<file path="src/design/tpf_pkg.sv">
// Package for the threshold pulse finder: payload structs, queue entry type,
// configuration register indexes and fixed widths. No dependencies.
package tpf_pkg;

  // Fixed widths of the datapath.
  localparam int unsigned IdxW    = 16;
  localparam int unsigned SmpW    = 16;
  localparam int unsigned Q4W     = 20;  // sample or pedestal in Q16.4
  localparam int unsigned ThrW    = 25;  // pedestal + max(fixed, noise)
  localparam int unsigned NoiseW  = 24;  // sigma (8) times rms (16)
  localparam int unsigned AreaW   = 36;
  localparam int unsigned CfgIdxW = 8;

  localparam logic [AreaW-1:0] AreaMax = {AreaW{1'b1}};

  // Register reset values.
  localparam logic [15:0] AdcThresholdRst = 16'd3;
  localparam logic [7:0]  SigmaRst        = 8'd5;
  // Threshold with reset registers: 0 + max(3 << 4, 5 * 0).
  localparam logic [ThrW-1:0] ThrRst      = ThrW'(48);

  // Configuration register indexes.
  typedef enum logic [CfgIdxW-1:0] {
    CfgAdcThreshold   = 8'd0,
    CfgSigmaMult      = 8'd1,
    CfgPedestalMean   = 8'd2,
    CfgPedestalRms    = 8'd3
  } tpf_cfg_idx_e;

  // Input transaction payload.
  typedef struct packed {
    logic [SmpW-1:0] sample;
    logic            window_end;
  } tpf_in_t;

  // Result transaction payload.
  typedef struct packed {
    logic [IdxW-1:0]  start_index;
    logic [IdxW-1:0]  end_index;
    logic [IdxW-1:0]  peak_index;
    logic [AreaW-1:0] pulse_area;
    logic [Q4W-1:0]   pulse_peak;
    logic             truncated;
  } tpf_out_t;

  // Classified sample passed from the front end to the pulse tracker.
  typedef struct packed {
    logic            above;
    logic [Q4W-1:0]  diff;
    logic [IdxW-1:0] index;
    logic            window_end;
  } tpf_entry_t;

endpackage

</file>
<file path="src/design/threshold_pulse_finder_unit.sv">
// Top level of the threshold pulse finder: configuration registers, front end,
// queue and pulse tracker. Depends on tpf_pkg, tpf_cfg, tpf_front, tpf_queue, tpf_back.
//
//  Channel   Signals                                   Direction
//  input     in_valid_i, in_ready_o, in_data_i         sample and window-end mark in
//  result    out_valid_o, out_ready_i, out_data_o      one pulse record out
//  config    cfg_valid_i, cfg_ready_o, cfg_index_i,    register write in
//            cfg_data_i
//
// One sample per clock is sustained while the queue has room; a pulse record passes
// through the queue register and then the result register after the sample that
// ends it is accepted (threshold compare before the queue, record update after it).
// The threshold is recomputed in the cycle of a register write and applies to
// the next sample. Reset clears the pulse record, the sample index and queue.
// A stalled result register holds the tracker; the two-entry queue keeps the
// input side open until it fills.
module threshold_pulse_finder_unit #(
  parameter int unsigned MAX_WINDOW  = 65536,
  parameter int unsigned SAMPLE_BITS = 16
) (
  input  logic                        clk_i,
  input  logic                        rst_ni,
  input  logic                        in_valid_i,
  output logic                        in_ready_o,
  input  tpf_pkg::tpf_in_t            in_data_i,
  output logic                        out_valid_o,
  input  logic                        out_ready_i,
  output tpf_pkg::tpf_out_t           out_data_o,
  input  logic                        cfg_valid_i,
  output logic                        cfg_ready_o,
  input  logic [tpf_pkg::CfgIdxW-1:0] cfg_index_i,
  input  logic [31:0]                 cfg_data_i
);
  import tpf_pkg::*;

  logic [ThrW-1:0] thr;
  logic [Q4W-1:0]  mean;
  logic            push, pop, full, empty;
  tpf_entry_t      push_entry, pop_entry;

  tpf_cfg u_cfg (
    .clk_i       (clk_i),
    .rst_ni      (rst_ni),
    .cfg_valid_i (cfg_valid_i),
    .cfg_ready_o (cfg_ready_o),
    .cfg_index_i (cfg_index_i),
    .cfg_data_i  (cfg_data_i),
    .thr_o       (thr),
    .mean_o      (mean)
  );

  tpf_front #(
    .MAX_WINDOW  (MAX_WINDOW),
    .SAMPLE_BITS (SAMPLE_BITS)
  ) u_front (
    .clk_i      (clk_i),
    .rst_ni     (rst_ni),
    .in_valid_i (in_valid_i),
    .in_ready_o (in_ready_o),
    .in_data_i  (in_data_i),
    .thr_i      (thr),
    .mean_i     (mean),
    .push_o     (push),
    .entry_o    (push_entry),
    .full_i     (full)
  );

  tpf_queue u_queue (
    .clk_i   (clk_i),
    .rst_ni  (rst_ni),
    .push_i  (push),
    .entry_i (push_entry),
    .full_o  (full),
    .pop_i   (pop),
    .empty_o (empty),
    .entry_o (pop_entry)
  );

  tpf_back u_back (
    .clk_i       (clk_i),
    .rst_ni      (rst_ni),
    .empty_i     (empty),
    .entry_i     (pop_entry),
    .pop_o       (pop),
    .out_valid_o (out_valid_o),
    .out_ready_i (out_ready_i),
    .out_data_o  (out_data_o)
  );

endmodule

</file>
<file path="src/design/tpf_cfg.sv">
// Configuration registers and the precomputed Q.4 threshold.
// Depends on tpf_pkg.
module tpf_cfg (
  input  logic                         clk_i,
  input  logic                         rst_ni,
  input  logic                         cfg_valid_i,
  output logic                         cfg_ready_o,
  input  logic [tpf_pkg::CfgIdxW-1:0]  cfg_index_i,
  input  logic [31:0]                  cfg_data_i,
  output logic [tpf_pkg::ThrW-1:0]     thr_o,
  output logic [tpf_pkg::Q4W-1:0]      mean_o
);
  import tpf_pkg::*;

  logic [15:0]      adc_q, adc_d;
  logic [7:0]       sigma_q, sigma_d;
  logic [Q4W-1:0]   mean_q, mean_d;
  logic [15:0]      rms_q, rms_d;
  logic [ThrW-1:0]  thr_q, thr_d;
  logic [NoiseW-1:0] noise_thr;
  logic [Q4W-1:0]   fixed_thr;
  logic [NoiseW-1:0] margin;

  assign cfg_ready_o = 1'b1;

  // Register write decode; unknown indexes are ignored.
  always_comb begin
    adc_d   = adc_q;
    sigma_d = sigma_q;
    mean_d  = mean_q;
    rms_d   = rms_q;
    if (cfg_valid_i) begin
      case (cfg_index_i)
        CfgAdcThreshold: adc_d   = cfg_data_i[15:0];
        CfgSigmaMult:    sigma_d = cfg_data_i[7:0];
        CfgPedestalMean: mean_d  = cfg_data_i[Q4W-1:0];
        CfgPedestalRms:  rms_d   = cfg_data_i[15:0];
        default: ;
      endcase
    end
  end

  // Threshold follows the new register values so it is ready for the next sample.
  always_comb begin
    fixed_thr = {adc_d, 4'b0000};
    noise_thr = NoiseW'(sigma_d) * NoiseW'(rms_d);
    margin    = (NoiseW'(fixed_thr) > noise_thr) ? NoiseW'(fixed_thr) : noise_thr;
    thr_d     = ThrW'(mean_d) + ThrW'(margin);
  end

  always_ff @(posedge clk_i or negedge rst_ni) begin
    if (!rst_ni) begin
      adc_q   <= AdcThresholdRst;
      sigma_q <= SigmaRst;
      mean_q  <= '0;
      rms_q   <= '0;
      thr_q   <= ThrRst;
    end else begin
      adc_q   <= adc_d;
      sigma_q <= sigma_d;
      mean_q  <= mean_d;
      rms_q   <= rms_d;
      thr_q   <= thr_d;
    end
  end

  assign thr_o  = thr_q;
  assign mean_o = mean_q;

endmodule

</file>
<file path="src/design/tpf_front.sv">
// Front end: accepts samples, compares them with the threshold and tags
// them with their window index. Depends on tpf_pkg.
module tpf_front #(
  parameter int unsigned MAX_WINDOW  = 65536,
  parameter int unsigned SAMPLE_BITS = 16
) (
  input  logic                     clk_i,
  input  logic                     rst_ni,
  input  logic                     in_valid_i,
  output logic                     in_ready_o,
  input  tpf_pkg::tpf_in_t         in_data_i,
  input  logic [tpf_pkg::ThrW-1:0] thr_i,
  input  logic [tpf_pkg::Q4W-1:0]  mean_i,
  output logic                     push_o,
  output tpf_pkg::tpf_entry_t      entry_o,
  input  logic                     full_i
);
  import tpf_pkg::*;

  localparam logic [IdxW-1:0] IdxMax     = IdxW'(MAX_WINDOW - 1);
  localparam logic [SmpW-1:0] SampleMask = SmpW'((64'd1 << SAMPLE_BITS) - 64'd1);

  logic [IdxW-1:0] idx_q, idx_d;
  logic [Q4W-1:0]  s_q4;
  logic            accept;

  assign in_ready_o = !full_i;
  assign accept     = in_valid_i && !full_i;
  assign push_o     = accept;

  // Classify the sample in Q.4.
  always_comb begin
    s_q4                = {in_data_i.sample & SampleMask, 4'b0000};
    entry_o.above       = ThrW'(s_q4) >= thr_i;
    entry_o.diff        = s_q4 - mean_i;
    entry_o.index       = idx_q;
    entry_o.window_end  = in_data_i.window_end;
  end

  // Sample index saturates at the window limit and restarts after a window end.
  always_comb begin
    idx_d = idx_q;
    if (accept) begin
      if (in_data_i.window_end) begin
        idx_d = '0;
      end else if (idx_q < IdxMax) begin
        idx_d = idx_q + 1'b1;
      end
    end
  end

  always_ff @(posedge clk_i or negedge rst_ni) begin
    if (!rst_ni) begin
      idx_q <= '0;
    end else begin
      idx_q <= idx_d;
    end
  end

  a_idx_bound: assert property (@(posedge clk_i) disable iff (!rst_ni) idx_q <= IdxMax)
    else $error("sample index beyond window limit");

endmodule

</file>
<file path="src/design/tpf_queue.sv">
// Two-entry queue between the front end and the pulse tracker.
// Depends on tpf_pkg.
module tpf_queue (
  input  logic                clk_i,
  input  logic                rst_ni,
  input  logic                push_i,
  input  tpf_pkg::tpf_entry_t entry_i,
  output logic                full_o,
  input  logic                pop_i,
  output logic                empty_o,
  output tpf_pkg::tpf_entry_t entry_o
);
  import tpf_pkg::*;

  tpf_entry_t  mem_q [2];
  logic        wr_ptr_q, rd_ptr_q;
  logic [1:0]  count_q;

  assign full_o  = (count_q == 2'd2);
  assign empty_o = (count_q == 2'd0);
  assign entry_o = mem_q[rd_ptr_q];

  // Storage needs no reset.
  always_ff @(posedge clk_i) begin
    if (push_i) begin
      mem_q[wr_ptr_q] <= entry_i;
    end
  end

  // Pointers and fill count.
  always_ff @(posedge clk_i or negedge rst_ni) begin
    if (!rst_ni) begin
      wr_ptr_q <= 1'b0;
      rd_ptr_q <= 1'b0;
      count_q  <= 2'd0;
    end else begin
      if (push_i) begin
        wr_ptr_q <= !wr_ptr_q;
      end
      if (pop_i) begin
        rd_ptr_q <= !rd_ptr_q;
      end
      count_q <= count_q + {1'b0, push_i} - {1'b0, pop_i};
    end
  end

  a_no_overflow: assert property (@(posedge clk_i) disable iff (!rst_ni)
    push_i |-> (count_q != 2'd2))
    else $error("queue push while full");

  a_no_underflow: assert property (@(posedge clk_i) disable iff (!rst_ni)
    pop_i |-> (count_q != 2'd0))
    else $error("queue pop while empty");

endmodule

</file>
<file path="src/design/tpf_back.sv">
// Pulse tracker: keeps the open pulse record, accumulates area and peak,
// and drives the result register. Depends on tpf_pkg.
module tpf_back (
  input  logic                clk_i,
  input  logic                rst_ni,
  input  logic                empty_i,
  input  tpf_pkg::tpf_entry_t entry_i,
  output logic                pop_o,
  output logic                out_valid_o,
  input  logic                out_ready_i,
  output tpf_pkg::tpf_out_t   out_data_o
);
  import tpf_pkg::*;

  logic             open_q, open_d;
  logic [IdxW-1:0]  start_q, start_d;
  logic [IdxW-1:0]  pk_idx_q, pk_idx_d;
  logic [AreaW-1:0] area_q, area_d;
  logic [Q4W-1:0]   peak_q, peak_d;
  logic             out_valid_q, out_valid_d;
  tpf_out_t         out_q, out_d;

  logic [AreaW:0]   sum;
  logic [AreaW-1:0] area_acc;
  logic             emit;

  // Take an entry whenever the result register is free or being drained.
  assign pop_o = !empty_i && (!out_valid_q || out_ready_i);

  always_comb begin
    open_d   = open_q;
    start_d  = start_q;
    pk_idx_d = pk_idx_q;
    area_d   = area_q;
    peak_d   = peak_q;
    out_d    = out_q;
    emit     = 1'b0;
    sum      = {1'b0, area_q} + (AreaW+1)'(entry_i.diff);
    area_acc = sum[AreaW] ? AreaMax : sum[AreaW-1:0];

    if (pop_o) begin
      if (entry_i.above) begin
        // Open or extend the pulse; closed records are already zero.
        open_d = 1'b1;
        if (!open_q) begin
          start_d = entry_i.index;
        end
        area_d = area_acc;
        if (peak_q < entry_i.diff) begin
          peak_d   = entry_i.diff;
          pk_idx_d = entry_i.index;
        end
      end else if (open_q) begin
        // Falling crossing closes the pulse; the closing sample is not summed.
        emit              = 1'b1;
        out_d.start_index = start_q;
        out_d.end_index   = (entry_i.index == '0) ? '0 : entry_i.index - 1'b1;
        out_d.peak_index  = pk_idx_q;
        out_d.pulse_area  = area_q;
        out_d.pulse_peak  = peak_q;
        out_d.truncated   = 1'b0;
        open_d            = 1'b0;
        start_d           = '0;
        pk_idx_d          = '0;
        area_d            = '0;
        peak_d            = '0;
      end

      // Window end flushes a pulse still open and clears the record.
      if (entry_i.window_end) begin
        if (entry_i.above) begin
          emit              = 1'b1;
          out_d.start_index = start_d;
          out_d.end_index   = entry_i.index;
          out_d.peak_index  = pk_idx_d;
          out_d.pulse_area  = area_d;
          out_d.pulse_peak  = peak_d;
          out_d.truncated   = 1'b1;
        end
        open_d   = 1'b0;
        start_d  = '0;
        pk_idx_d = '0;
        area_d   = '0;
        peak_d   = '0;
      end
    end

    // Result register handshake.
    if (emit) begin
      out_valid_d = 1'b1;
    end else if (out_ready_i) begin
      out_valid_d = 1'b0;
    end else begin
      out_valid_d = out_valid_q;
    end
  end

  // Pulse record and result valid.
  always_ff @(posedge clk_i or negedge rst_ni) begin
    if (!rst_ni) begin
      open_q      <= 1'b0;
      start_q     <= '0;
      pk_idx_q    <= '0;
      area_q      <= '0;
      peak_q      <= '0;
      out_valid_q <= 1'b0;
    end else begin
      open_q      <= open_d;
      start_q     <= start_d;
      pk_idx_q    <= pk_idx_d;
      area_q      <= area_d;
      peak_q      <= peak_d;
      out_valid_q <= out_valid_d;
    end
  end

  // Result payload.
  always_ff @(posedge clk_i) begin
    out_q <= out_d;
  end

  assign out_valid_o = out_valid_q;
  assign out_data_o  = out_q;

  a_closed_is_clear: assert property (@(posedge clk_i) disable iff (!rst_ni)
    !open_q |-> (area_q == '0 && peak_q == '0 && pk_idx_q == '0))
    else $error("closed pulse record not cleared");

endmodule

</file>
<file path="config.mk">
export PLATFORM = sky130hd
export DESIGN_NAME = threshold_pulse_finder_unit
export DESIGN_NICKNAME = d
export VERILOG_FILES = /design/src/design/tpf_pkg.sv /design/src/design/threshold_pulse_finder_unit.sv /design/src/design/tpf_cfg.sv /design/src/design/tpf_front.sv /design/src/design/tpf_queue.sv /design/src/design/tpf_back.sv
export SDC_FILE = /design/constraint.sdc
export NUM_CORES = 1
export LEC_CHECK = 0
export BUFFER_PORTS_ARGS = -buffer_cell sky130_fd_sc_hd__buf_2
export CAP_MARGIN = 20
export CORE_MARGIN = 2
export CORE_UTILIZATION = 50
export DETAILED_ROUTE_END_ITERATION = 7
export GPL_TIMING_DRIVEN = 0
export HOLD_SLACK_MARGIN = 0.12
export PLACE_DENSITY = 0.68
export SYNTH_ARGS = -nofsm -noshare
export SYNTH_HDL_FRONTEND = slang
export SYNTH_HIERARCHICAL = 1
export SYNTH_SLANG_ARGS = --single-unit
</file>
<file path="constraint.sdc">
create_clock -name clk_i -period 18.4 [get_ports clk_i]
set_clock_uncertainty 0.1 [all_clocks]
set_input_delay 3.68 -clock clk_i [delete_from_list [all_inputs] [get_ports clk_i]]
set_output_delay 3.68 -clock clk_i [all_outputs]
set_load 0.03 [all_outputs]
</file>
Word level (Yosys, flattened, before mapping)

Memories as Yosys holds them, arrays and structs flattened.
Index checks and enable logic that the tools add are counted.

$mul: 1
Equality and inequality tests: 4
Mux-type cells: 43
$lt $le $gt $ge: 4
Add/subtract/negate cells: 7
Reductions and logical operators: 14

Operators by type and width:

| cell                                               | number |
|---|---|
| two-way mux 105 bit                                | 4 |
| two-way mux 16 bit                                 | 15 |
| two-way mux 36 bit                                 | 4 |
| two-way mux 20 bit                                 | 6 |
| adder 36 x 20 -> 37 bit                            | 1 |
| adder 20 x 24 -> 25 bit                            | 1 |
| greater-or-equal comparator 20 x 25 -> 1 bit       | 1 |
| greater-than comparator 20 x 24 -> 1 bit           | 1 |
| multiplier 8 x 16 -> 24 bit                        | 1 |
| two-way mux 24 bit                                 | 1 |
| < comparator 20 bit                                | 1 |
| subtractor 20 bit                                  | 1 |
| adder 16 x 1 -> 16 bit, second input constant      | 1 |
| == test 8 x 2 -> 1 bit, second input constant      | 2 |
| logical NOT 16 bit                                 | 1 |
| < comparator 16 bit, second input constant         | 1 |
| two-way mux 8 bit                                  | 2 |
| subtractor 16 x 1 -> 16 bit, second input constant | 1 |
| two-way mux 1 bit                                  | 11 |
| == test 8 x 1 -> 1 bit, second input constant      | 1 |
| logical NOT 8 bit                                  | 1 |
| logical NOT 1 bit                                  | 5 |
| nonzero test 2 bit                                 | 2 |
| adder 2 x 1 -> 2 bit                               | 1 |
| 6 further kinds                                    | 7 |

Register bits after elaboration: 300
Output and inout bits: 108
Memory bits (writable): 76
Memories: 1

Memories:

| name          | words | bits a word | read ports | clocked after memory_dff | write ports | line            | source |
|---|---|---|---|---|---|---|---|
| u_queue.mem_q | 2     | 38          | 1          | 0                        | 1           | tpf_queue.sv:15 | `tpf_entry_t mem_q [2];` |

Longest topological paths before layout

Depth in word-level cells: 7
Mapped depth: 47
Gate-level depth less buffers: 44

Modules after synthesis

Netlist, hierarchy kept.

By module, submodules not included:

| module    | seq. area each (um^2) | area an instance (um^2) | instances | cells each |
|---|---|---|---|---|
| tpf_back  | 5405.2                | 11134.4                 | 1         | 1139 |
| tpf_cfg   | 2134.5                | 8420.6                  | 1         | 885 |
| tpf_queue | 2382.3                | 2985.4                  | 1         | 133 |
| tpf_front | 400.4                 | 2389.8                  | 1         | 313 |

Worst setup path after synthesis

Ideal clock, no wire load.

Path type: input to register
From: input cfg_index_i[5] (netlist name)
To: register u_cfg.thr_q[22] (netlist: u_cfg/thr_o[22])
Slack: 5.585 ns
Setup time: 0.129 ns
Required time: 18.171 ns
Stages on the path: 44
Arrival: 12.586 ns
Path through: nor4_2 > nand4_1 > or2_1 > buf_2 > buf_1 > mux2i_1 > nor2_1 > fa_1 > fa_1 > fa_1 > inv_1 > fa_1 > inv_1 > ha_1 > a21o_1 > a21oi_1 > inv_1 > o21a_1 > (+8 left out) > o21ai_0 > a211oi_1 > a41o_1 > nor2_2 > and3_4 > buf_4 > nor2_1 > ha_1 > inv_1 > fa_1 > o211a_1 > o31ai_1 > a211o_1 > o21a_1 > inv_1 > o21ai_0 > nand3_1 > xnor2_1

Word-level cells in the longest chain between the ends: 7

RTL lines:

| item                                                             | line                              | source |
|---|---|---|
| start, declared                                                  | threshold_pulse_finder_unit.sv:31 | `input logic [tpf_pkg::CfgIdxW-1:0] cfg_index_i,` |
| == test 8 x 1 -> 1 bit or == test 8 x 2 -> 1 bit (tied branches) | tpf_cfg.sv:33                     | `case (cfg_index_i)` |
| two-way mux 8 bit or two-way mux 16 bit (tied branches)          | tpf_cfg.sv:33                     |  |
| two-way mux 8 bit or two-way mux 16 bit (tied branches)          | tpf_cfg.sv:32                     | `if (cfg_valid_i) begin` |
| multiplier 8 x 16 -> 24 bit                                      | tpf_cfg.sv:46                     | `noise_thr = NoiseW'(sigma_d) * NoiseW'(rms_d);` |
| greater-than comparator 20 x 24 -> 1 bit                         | tpf_cfg.sv:47                     | `margin = (NoiseW'(fixed_thr) > noise_thr) ? NoiseW'(fixed_thr) : noise_thr;` |
| two-way mux 24 bit                                               | tpf_cfg.sv:47                     |  |
| adder 20 x 24 -> 25 bit *                                        | tpf_cfg.sv:48                     | `thr_d = ThrW'(mean_d) + ThrW'(margin);` |
| via u_cfg.thr_d[22]                                              | tpf_cfg.sv:19                     | `logic [ThrW-1:0] thr_q, thr_d;` |
| end signal, assigned                                             | tpf_cfg.sv:57                     | `thr_q <= ThrRst;` |
| end signal, assigned                                             | tpf_cfg.sv:63                     | `thr_q <= thr_d;` |
| end, declared                                                    | tpf_cfg.sv:19                     |  |

The timed path passes the listed nets; every way through them passes the cells marked *.
A chain may end at the register's enable or synchronous reset.

Worst setup path after layout

From: input cfg_index_i[5] (netlist name)
To: register u_cfg.thr_q[24] (netlist: u_cfg/thr_o[24])

Same word-level chain as after synthesis.

==> impl_metrics.py <==
metrics = {
    "timing": {
        "rsz0062_at_grt": "false",
        "setup_viol": 0,
        "hold_viol_final": 0,
        "post-route-period-util": 0.772,
        "period_needed_ps": 14200,
        "tightestPinTransition_ps": 1050,
        "slew-limit-headroom": 0.281,
        "fin_tns_setup_ps": 0,
        "drv_slew": 0,
        "fin_ws_ps": 4200,
        "timing.fmax_mhz": 70.4,
    },
    "clock_network": {
        "clock-sinks": 376,
        "clock_latency_ps": 570,
        "path_clk_slew_ps": 60,
        "postCtsHoldBufs": 0,
        "clockBufferDepth": 3,
        "cts_tree": "built",
        "clock-root-buffer": "clkbuf_16",
        "cts_setup_buffers": 0,
        "cts_resized": 0,
        "h-tree-depth": 2,
        "cts_made_buffers": 42,
    },
    "grt": {
        "grt_pass1_vias": 19757,
        "grt.overflow.total": 0,
        "grt_pass1_wl_um": 106000,
        "grt_max_degree": 108,
        "gr-usage-all-layers": 0.264,
        "antenna_found_initial": 0,
    },
    "worst_hold_path": {
        "hold_path_class": "register to register",
    },
    "floorplan": {
        "rows": 81,
        "boundaryPins": 170,
        "dieArea_um2": 51700,
        "core_um2": 49100,
        "start_util": 0.508,
        "die_h_um": 227,
        "die_x_um": 227,
    },
    "cells_and_area": {
        "antenna_cells": 0,
        "final_common_cell": "inv_1",
        "drive_gt1_frac": 0.166,
        "nNetsFinal": 2980,
        "final_cell_mix": "inv_1 (220), nor2_1 (198), a21oi_1 (189), dfrtp_1 (189)",
        "syn_to_final_growth_pct": 13.1,
    },
    "synth": {
        "ys_ff_latch": 376,
        "yosysUniqueCellTypes": 93,
        "synth_edf_count": 181,
        "ys_seq_area_frac": 0.414,
        "synth.avg_cell_area_um2": 10.1,
        "syn_area_um2": 24900,
        "ys_warn_count": 6,
        "synthArstFlopShare": 0.519,
        "netlist_instances": 2470,
        "synth_fp_nets": 2774,
        "synthFlopType": "dfrtp_1",
    },
    "critical_path": {
        "crit_family": "compound AO/OA/AOI/OAI gates",
        "cp_slowest_cell": "mux2i_1",
        "crit_required_ps": 18760,
        "worstSetupEndpointType": "register",
        "crit_buf_inv": 8,
        "slowest_delay_ps": 630,
        "arrival_ps": 14550,
        "start_kind": "primary input",
        "crit_top_cell": "fa_1",
        "cp_max_fo": 10,
        "critical_path_class": "primary input to register",
    },
    "placement": {
        "port_buffers": 156,
        "dp_slack_ps": 3820,
        "place_hpwl_um": 51700,
        "routabilityCongestion": 0.925,
    },
    "outcome": {
        "status": "finished clean",
    },
    "drt": {
        "vias_per_cell": 5.88,
        "wl_met2_um": 33500,
        "wl_met1_um": 28300,
        "num_vias": 19826,
        "topRoutingLayerUsed": "met4",
        "firstDrtPassIters": 5,
        "wl_um": 67600,
        "drt-initial-drc-count": 1523,
        "wl_met3_um": 3530,
        "wire_per_inst_um": 20.0,
        "ant_nets": 0,
        "drc": 0,
    },
    "pwr": {
        "p_per_area_nw_per_um2": 155,
        "p_leak_uw": 0.0129,
        "peakVddDrop_v": 0.000104,
    },
    "run": {
        "cap_violations": 0,
    },
}
-- area by class of cell --
cell class | instances | area (µm²)
multi-input cells | 1756 | 13200
well taps | 664 | 831
plain buffers | 117 | 546
clock inverters | 26 | 372
clock buffers | 51 | 1150
flip-flops and latches | 376 | 10300
repair buffers | 162 | 913
fillers | 4238 | 20900
inverters | 221 | 830
-- registers in the layout, summed over array words and instances, names as in the netlist --
name                cells
u_queue/count_q         2
u_cfg/thr_o            25
u_front/idx_q          16
u_cfg/adc_q            16
u_back/pk_idx_q        16
u_back/out_data_o     105
u_queue/rd_ptr_q        1
u_cfg/mean_o           20
u_cfg/rms_q            16
u_back/area_q          36
u_back/open_q           1
u_back/start_q         16
u_queue/mem_q          76
u_back/out_valid_o      1
u_cfg/sigma_q           8
u_queue/wr_ptr_q        1
u_back/peak_q          20
-- power by group --
| part | leakage (µW) | total [µW] | switching (µW) | internal (µW) |
|---|---|---|---|---|
| registers | 0.00436 | 1450 | 187 | 1260 |
| logic | 0.00783 | 1990 | 1280 | 710 |
| clock network | 0.000744 | 922 | 351 | 571 |
| total | 0.0129 | 4360 | 1820 | 2540 |
-- routing by layer --
metal	global-route usage	vias to the layer above
li1	-	9267
met2	0.462	630
met5	0	-
met3	0.0333	133
met1	0.336	9796
met4	0.0934	0
-- final timing paths --
path / end / slack [ps] / depth (start not counted) / startpoint
max: u_cfg/thr_o[24]$_DFF_PN0_ / 4200 / 44 / cfg_index_i[5]
min: u_back/pk_idx_q[10]$_DFFE_PN0P_ / 410 / 1 / u_back/pk_idx_q[10]$_DFFE_PN0P_
max reg2reg: u_cfg/thr_o[24]$_DFF_PN0_ / 8170 / 39 / u_cfg/sigma_q[5]$_DFF_PN0_
min reg2reg: u_back/pk_idx_q[10]$_DFFE_PN0P_ / 410 / 1 / u_back/pk_idx_q[10]$_DFFE_PN0P_
max in group asynchronous: u_cfg/sigma_q[5]$_DFF_PN0_ / 14260 / 2 / rst_ni
min in group asynchronous: u_back/area_q[2]$_DFFE_PN0P_ / 2970 / 1 / rst_ni
-- per-stage QoR --
step,area [µm²],cells,hold WS [ps],total power [µW],util
finish,28200,3373,409,4360,0.575
CTS,28200,3372,407,4370,0.575
floorplan,24900,2470,355,2820,-
global placement,26500,3290,372,3380,0.541
detailed placement,26700,3295,390,3430,0.544
global route,28200,3373,424,4620,0.575
-- cell usage after synthesis, drive strengths merged (54+ instances only) --
cell type	number	area, µm²
nand2	181	679
a21oi	192	972
clkbuf	84	315
inv	220	826
mux2	73	860
dfrtp	189	4730
o21ai	145	741
edfxtp	181	5440
fa	86	1720
nand3	54	270
ha	156	1950
nor2	199	749
-- cell families (layout without fill, tap and decap cells) --
logic type,after synthesis,after routing,synth area share
XOR/XNOR,73,73,0.0265
AO/OA/AOI/OAI,648,648,0.175
multiplexers,103,103,0.0465
flip-flops,376,376,0.414
AND/OR/NAND/NOR,689,689,0.135
buffers and inverters,338,577,0.0551
other,1,1,0.000150
adder cells (fa/ha/maj),242,242,0.147
Power figures use the tool's default switching activity.
